[src/hw/rtl/bdq_pkg.sv]
package bdq_pkg;

  localparam int CAPACITY    = 32;
  localparam int NAME_BYTES  = 30;
  localparam int ENTRY_BYTES = 30;
  localparam int ENTRY_W     = 8 * ENTRY_BYTES;
  localparam int IDX_W       = $clog2(CAPACITY);
  localparam int CNT_W       = $clog2(CAPACITY + 1);

  localparam logic [2:0] OP_PUSH_BACK  = 3'd0;
  localparam logic [2:0] OP_PUSH_FRONT = 3'd1;
  localparam logic [2:0] OP_POP_BACK   = 3'd2;
  localparam logic [2:0] OP_POP_FRONT  = 3'd3;
  localparam logic [2:0] OP_SHOW       = 3'd4;

  localparam logic [1:0] STATUS_OK    = 2'd0;
  localparam logic [1:0] STATUS_EMPTY = 2'd1;
  localparam logic [1:0] STATUS_FULL  = 2'd2;

  typedef struct packed {
    logic [2:0]  operation;
    logic [63:0] name_bytes_0_7;
    logic [63:0] name_bytes_8_15;
    logic [63:0] name_bytes_16_23;
    logic [47:0] name_bytes_24_29;
  } req_item_t;

  typedef struct packed {
    logic [1:0]       status;
    logic [63:0]      out_bytes_0_7;
    logic [63:0]      out_bytes_8_15;
    logic [63:0]      out_bytes_16_23;
    logic [47:0]      out_bytes_24_29;
    logic [CNT_W-1:0] entry_count;
    logic             last;
  } rsp_item_t;

  // Byte 0 sits in the low bits of the flattened entry.
  typedef struct packed {
    logic [47:0] b24_29;
    logic [63:0] b16_23;
    logic [63:0] b8_15;
    logic [63:0] b0_7;
  } entry_t;

  typedef enum logic [2:0] {
    CELL_HOLD,
    CELL_PUSH_BACK,
    CELL_PUSH_FRONT,
    CELL_SHIFT,
    CELL_ROTATE
  } cell_cmd_t;

  typedef struct packed {
    cell_cmd_t        cmd;
    logic [CNT_W-1:0] count;
  } chain_ctl_t;

  // A name ends at its first nul byte; that byte and all after it read as zero.
  function automatic entry_t normalize_name(input req_item_t item);
    logic [ENTRY_W-1:0] raw;
    logic [ENTRY_W-1:0] res;
    logic               keep;
    raw  = {item.name_bytes_24_29, item.name_bytes_16_23,
            item.name_bytes_8_15, item.name_bytes_0_7};
    res  = '0;
    keep = 1'b1;
    for (int i = 0; i < ENTRY_BYTES; i++) begin
      keep = keep && (raw[8*i +: 8] != 8'd0) && (i < NAME_BYTES);
      if (keep) begin
        res[8*i +: 8] = raw[8*i +: 8];
      end
    end
    return entry_t'(res);
  endfunction

endpackage

[src/hw/rtl/bdq_cell.sv]
module bdq_cell (
  input  logic                    clk,
  input  logic [bdq_pkg::IDX_W-1:0] idx,
  input  bdq_pkg::chain_ctl_t     ctl,
  input  bdq_pkg::entry_t         new_entry,
  input  bdq_pkg::entry_t         left_entry,
  input  bdq_pkg::entry_t         right_entry,
  input  bdq_pkg::entry_t         head_entry,
  output bdq_pkg::entry_t         entry
);

  logic [bdq_pkg::CNT_W-1:0] pos;
  logic                      at_back;
  logic                      at_tail;

  assign pos     = bdq_pkg::CNT_W'(idx);
  assign at_back = (pos == ctl.count);
  assign at_tail = (pos + bdq_pkg::CNT_W'(1) == ctl.count);

  always_ff @(posedge clk) begin
    case (ctl.cmd)
      bdq_pkg::CELL_HOLD: begin
      end
      bdq_pkg::CELL_PUSH_BACK: begin
        if (at_back) begin
          entry <= new_entry;
        end
      end
      bdq_pkg::CELL_PUSH_FRONT: begin
        entry <= (pos == '0) ? new_entry : left_entry;
      end
      bdq_pkg::CELL_SHIFT: begin
        entry <= right_entry;
      end
      bdq_pkg::CELL_ROTATE: begin
        entry <= at_tail ? head_entry : right_entry;
      end
      default: begin
      end
    endcase
  end

endmodule

[config.mk]
export PLATFORM = sky130hd
export DESIGN_NAME = bdq_cell
export DESIGN_NICKNAME = d
export VERILOG_FILES = /design/src/hw/rtl/bdq_pkg.sv /design/src/hw/rtl/bdq_cell.sv
export SDC_FILE = /design/constraint.sdc
export NUM_CORES = 1
export LEC_CHECK = 0
export CAP_MARGIN = 20
export CORE_AREA = 2 2 474 476
export CTS_BUF_LIST = sky130_fd_sc_hd__clkbuf_16
export DETAILED_ROUTE_END_ITERATION = 6
export DIE_AREA = 0 0 476 478
export DONT_BUFFER_PORTS = 1
export PLACE_DENSITY_LB_ADDON = 0.08
export SETUP_SLACK_MARGIN = 0.1
export SLEW_MARGIN = 10
export SYNTH_ARGS = -nofsm -noshare
export SYNTH_HDL_FRONTEND = slang
export SYNTH_SLANG_ARGS = --single-unit
export TNS_END_PERCENT = 20
[constraint.sdc]
create_clock -name clk -period 25 [get_ports clk]
set_clock_uncertainty 0.05 [all_clocks]
set_input_delay 1.25 -clock clk [delete_from_list [all_inputs] [get_ports clk]]
set_output_delay 1.25 -clock clk [all_outputs]
set_load 0.005 [all_outputs]
==> metrics, run 1 <==
status=finished, violations left; violated checks=max-slew violations; PwrDens=63.2 mW/mm2; crit path time final=4.64 ns; Num CTS Buffers=44; Reg area=0.00721 mm2; Netlist cell types=29; area of the core=0.223 mm2; Leakage Power=6.01 nW; Global Route Usage Sum=0.131; DRC viols=0; post-route cell area=0.0222 mm2; CTS H-tree depth=2; register area share after synthesis=0.402; DP HPWL=120 mm; met3 Use GR=0.0795; area of the multi-input gates=0.00961 mm2; vias per cell=3.76; final worst-path cycle share=0.185; Post-Syn Instances=1,715; Ports=1,215; FILL cells=25,600; top flop regs=entry (240); Slew HR=-0.102; initial antenna violation count=70; Worst setup EP type=flip-flop; total die area=0.228 mm2; Avg Inst Size Synth=10.5 um2; post-route ant nets=0; Final Max Tran Viols=78; CTS max path bufs=3; initial core utilization=0.0804; hold path start=head_entry[225]; min-delay worst type=input pin to flip-flop; CTS tree=yes; clock-pin slew on the worst setup and hold paths=0.06 ns; GP Congestion=0.806; share of layout cells above drive strength 1=0.197; final hold vios=0; max FFs per register=240; Synth Cell Area=0.0179 mm2; Most flops, register=entry; FP Rows=174; Synth Warn #=0; worst slew pin tran=1.65 ns; Layout area overhead=24.0%; commonest non-fill, non-tap cell in the layout=nand2_1; Iter 0 DRT Violations=1,737; Final Setup Violations=0; Hold EP=entry[225]; final WL=158 mm; Max VDD drop=0.0422 mV; Post-Syn Nets=2,692; Overflow after GRT=0; Worst EP arrival=5.08 ns; most frequent cells in the layout=241 x nand2_1, 240 x o21a_1, 240 x o22ai_1, 240 x a221o_1, 240 x edfxtp_1; via count=17,400; Req. time, crit path=25.45 ns; clock net sink count=240; Post-CTS Resized=0; Peak Freq=216 MHz; DP Area=0.0208 mm2; hold-fix buffers at CTS=0; Pre-antenna DRT Iters=5; most crowded layer after global routing=met2; Die Ht=478 um; CP startpoint kind=input pin; number of stages on the worst hold path=1; clk root buf=clkbuf_16; Port-buffer cells=0; Post-CTS Setup Inserts=0; largest net degree at the start of global routing=484; Max-Cap Viols=0; setup TNS=0 ns; Yosys reg bits=240; Nets=2,525; die width=476 um; Util after Layout=0.0997; first-pass GRT wire length=198 mm; GRT met1 Usage=0.131; number of global-route vias before repair=16,800; met2 usage=0.225; WL/cell=34.3 um; Crit Path Class=input pin to flip-flop; Max FO, Critical Path=242; RSZ-0062 raised after global routing=no
==> area by class of cell <==
class                   count  area share
diodes                     39     0.00439
clock buffers              45      0.0506
clock inverters            35     0.00810
inverters                   2    0.000338
multi-input cells        1232       0.432
flip-flops and latches    240       0.324
well taps                2992       0.168
repair buffers             28      0.0124
==> synthesized netlist by cell type <==
cell        n  area share
nand2_1   241       0.050
a221o_1   240        0.13
edfxtp_1  240        0.40
o21a_1    240        0.10
o22ai_1   240       0.084
o221a_2   219        0.14
clkbuf_1  139       0.029
buf_2      62       0.017
o221a_1    21       0.013
buf_4      20      0.0084
buf_6      16       0.010
xor2_1      5      0.0024
buf_1       4     0.00084
nand3_1     4      0.0011
xnor2_1     4      0.0020
nand2b_1    3      0.0010
a21oi_2     2     0.00098
ha_1        2      0.0014
inv_1       2     0.00042
nor2_1      2     0.00042
and3_1      1     0.00035
and3b_1     1     0.00049
nand4_1     1     0.00035
nor3_1      1     0.00028
nor4b_1     1     0.00049
nor4b_2     1     0.00084
o21ai_0     1     0.00028
or2_1       1     0.00035
or4b_1      1     0.00056
==> layer usage <==
| layer | vias to the layer above | share of wire | wire length, um |
|---|---|---|---|
| li1 | 7124 | - | - |
| met1 | 8802 | 0.34 | 53600 |
| met2 | 1179 | 0.49 | 77500 |
| met3 | 193 | 0.15 | 23000 |
| met4 | 68 | 0.025 | 3890 |
| met5 | - | 0.0028 | 446 |
==> cell families after synthesis <==
logic type,count (synthesis),synth area share
AO/OA/AOI/OAI,963,0.470
AND/OR/NAND/NOR,258,0.0567
buffers and inverters,243,0.0660
flip-flops,240,0.402
XOR/XNOR,9,0.00439
adder cells (fa/ha/maj),2,0.00139
==> critical path: stages <==
cell	delay (ns)
nand2b_4	0.45
or2_1	0.43
and3b_4	0.80
buf_4	0.74
buf_4	0.82
a221o_1	0.28
==> stage by stage <==
step / worst slack, ns / instances / hold slack (ns) / total power, mW
3_5_place_dp: 19.64 / 4493 / 1.42 / 0.821
4_1_cts: 20.37 / 4573 / 0.681 / 1.45
2_1_floorplan: 14.94 / 1715 / 1.41 / 0.738
3_3_place_gp: 19.66 / 4492 / 1.42 / 0.822
5_1_grt: 20.26 / 4582 / 0.718 / 1.47
6_report: 20.36 / 4613 / 0.771 / 1.41
==> worst max-delay path by stage <==
| stage | start | end | slack, ns | cells after the start |
|---|---|---|---|---|
| floorplan | ctl[7] | entry[0] | 14.94 | 6 |
| global placement | idx[4] | entry[143] | 19.66 | 7 |
| detailed placement | idx[4] | entry[143] | 19.64 | 7 |
| CTS | idx[4] | entry[148] | 20.37 | 7 |
| global route | idx[4] | entry[150] | 20.26 | 7 |
| finish | ctl[7] | entry[150] | 20.36 | 6 |
==> power by group <==
part / switching (mW) / internal, mW / leakage, nW
clock network: 0.268 / 0.333 / 0.675
logic: 0.121 / 0.117 / 3.03
registers: 0.0558 / 0.511 / 2.30
Power figures use the tool's default switching activity.
==> run 2: changes to the inputs <==
Settings changed: ABC_AREA from default to 1.
Clock period 25 ns to 4.6 ns, I/O delays scaled along.
==> run 2 against run 1 <==
Net effect: highest routed layer unchanged; non-clock buffer count is 535 higher; the run now ends clean; critical path type unchanged; area after synthesis is 19% higher; synthesized cell count is 100% higher.
==> metrics, run 2 <==
status=complete, no violations; max FFs per register=240 (unchanged); post-route cell area=0.0312 mm2 (+40%); Final Setup Violations=0 (unchanged); min-delay worst type=input pin to flip-flop; register area share after synthesis=0.337 (-0.0648); Yosys reg bits=240 (unchanged); Post-Syn Instances=3,449 (+100%); Post-synth EDFFs=240 (unchanged); via count=25,200 (+45%); worst stage delay on the critical path=0.59 ns (-0.23 ns); RSZ-0062 raised after global routing=no; Most flops, register=entry; Port-buffer cells=0 (unchanged); clock net sink count=240 (unchanged); CTS tree=yes; DP Area=0.0250 mm2 (+20%); total die area=0.228 mm2 (unchanged); top flop regs=entry (240); clk root buf=clkbuf_16; Overflow after GRT=0 (unchanged); Hold EP=entry[226]; WL/cell=25.9 um (-25%); Final Non-Filler Cells=6,846 (+48%); Max VDD drop=0.218 mV (+420%); Synth Warn #=0 (unchanged); power after layout=8.52 mW (+510%); Num CTS Buffers=44 (unchanged); vias per cell=3.69 (-2.0%); CTS max path bufs=3 (unchanged); DP HPWL=137 mm (+14%); most crowded layer after global routing=met2; Buf+Inv Stages, Crit Path=4 (+2); CP startpoint kind=input pin; worst setup slack after layout=1.61 ns (-18.75 ns); PwrDens=273 mW/mm2 (+330%); Iter 0 DRT Violations=1,361 (-22%); worst slew pin tran=1.15 ns (-0.501 ns); leading area contributor after synthesis=edfxtp_1; Max-Cap Viols=0 (unchanged); DRC viols=0 (unchanged); FFs w/ async S/R, synth=0 (unchanged); number of global-route vias before repair=25,900 (+54%); GP Congestion=0.812 (+0.71%); Place WS=1.53 ns (-18.11 ns); most frequent cells after synthesis=736 x inv_1, 506 x nand2_1, 489 x nand3_1; Crit Path Class=input pin to flip-flop; Placed Instances=6,262 (+39%); Worst EP arrival=3.34 ns (-1.74 ns); Leakage Power=13.5 nW (+130%); Synth Cell Area=0.0214 mm2 (+19%); Pre-antenna DRT Iters=7 (+2); final WL=177 mm (+12%); crit path time final=2.99 ns; met3 Use GR=0.0644 (-0.0151); largest net degree at the start of global routing=142 (-71%); met2 usage=0.257 (+0.0321); initial core utilization=0.0959 (+0.0155); Post-Syn Nets=4,426 (+64%); Final Max Tran Viols=0 (-100%); clock-pin slew on the worst setup and hold paths=0.07 ns (about the same); final worst-path cycle share=0.650; area of the core=0.223 mm2 (unchanged); Peak Freq=334 MHz; post-route ant nets=0 (unchanged); Post-CTS Setup Inserts=0 (unchanged); hold path start=ctl[6]; share of layout cells above drive strength 1=0.0392 (-0.158); Global Route Usage Sum=0.149 (+0.0176); setup TNS=0 ns (unchanged); CTS H-tree depth=2 (unchanged); Max FO, Critical Path=133 (-45%); Req. time, crit path=4.95 ns (-20.50 ns); crit-path cells=inv_1 > ha_1 > nand4_1 > buf_4 > buf_12 > nand2_1 > o21ai_0 > a21oi_1 > a21oi_1 > dlygate4sd3_1; Avg Inst Size Synth=6.20 um2 (-41%); Netlist cell types=20 (-31%); hold-fix buffers at CTS=480 (+480); Area contributors post-synth=edfxtp_1 34%, inv_1 13%, nand3_1 11%; Crit path max-delay family=buffers and inverters; first-pass GRT wire length=234 mm (+18%); initial antenna violation count=102 (+46%); GRT met1 Usage=0.169 (+0.0384); Nets=4,773 (+89%); WP depth=10 (+4); commonest non-fill, non-tap cell in the layout=inv_1; Post-CTS Resized=0 (unchanged); Slew HR=0.232 (+0.334); Worst setup EP type=flip-flop; slowest CP cell=nand4_1; count leader, synth=inv_1; final hold vios=0 (unchanged); Die Ht=478 um (unchanged); Ports=1,215 (unchanged); Layout area overhead=46.1%; CP dominant cell by count=a21oi_1; Synth Flop Type=edfxtp_1; FP Rows=174 (unchanged); die width=476 um (unchanged); most frequent cells in the layout=746 x inv_1, 503 x nand2_1, 488 x nand3_1; number of stages on the worst hold path=3 (+2); Synth top area share=0.337 (-0.0648)
run 2: metal layers:
layer	vias up	part of all wire
li1	11800	-
met1	12200	0.39
met2	938	0.48
met3	219	0.10
met4	94	0.017
met5	-	0.0033
run 2: stage by stage:
step	hold slack (ns)	util
floorplan	0.410	-
global placement	0.418	0.112
detailed placement	0.420	0.112
CTS	0.234	0.140
global route	0.256	0.140
finish	0.267	0.140
run 2: worst min-delay path: cells and delay by family:
kind | cells | cell delay, ns
AO/OA/AOI/OAI | 1 | 0.18
buffers and inverters | 1 | 0.22
AND/OR/NAND/NOR | 1 | 0.15
run 2: worst max path at each step:
stage,slack [ns],endpoint,from
finish,1.61,entry[61],idx[0]
global route,1.54,entry[111],idx[0]
CTS,1.72,entry[111],idx[0]
detailed placement,1.53,entry[111],idx[0]
global placement,1.43,entry[111],idx[0]
floorplan,-4.15,entry[0],idx[4]
run 2: cell type report:
class,instances,area (um2)
repair buffers,563,5820
inverters,738,2800
clock buffers,46,1150
flip-flops and latches,240,7210
clock inverters,33,244
fillers,26000,192000
well taps,2992,3740
diodes,25,62.6
multi-input cells,2209,10200
run 2: cell families after synthesis:
kind of cell             count (synthesis)  share of synthesized area
adder cells (fa/ha/maj)                  2                    0.00117
flip-flops                             240                      0.337
buffers and inverters                 1000                      0.188
XOR/XNOR                                 1                   0.000409
AO/OA/AOI/OAI                          961                      0.225
AND/OR/NAND/NOR                       1245                      0.249
run 2: where the power goes:
part           switching, mW  leakage, nW  total [mW]  internal (mW)
Combinational           1.13         10.5        1.97          0.837
Clock                   1.50        0.724        3.50           2.01
Sequential             0.297         2.28        3.05           2.75
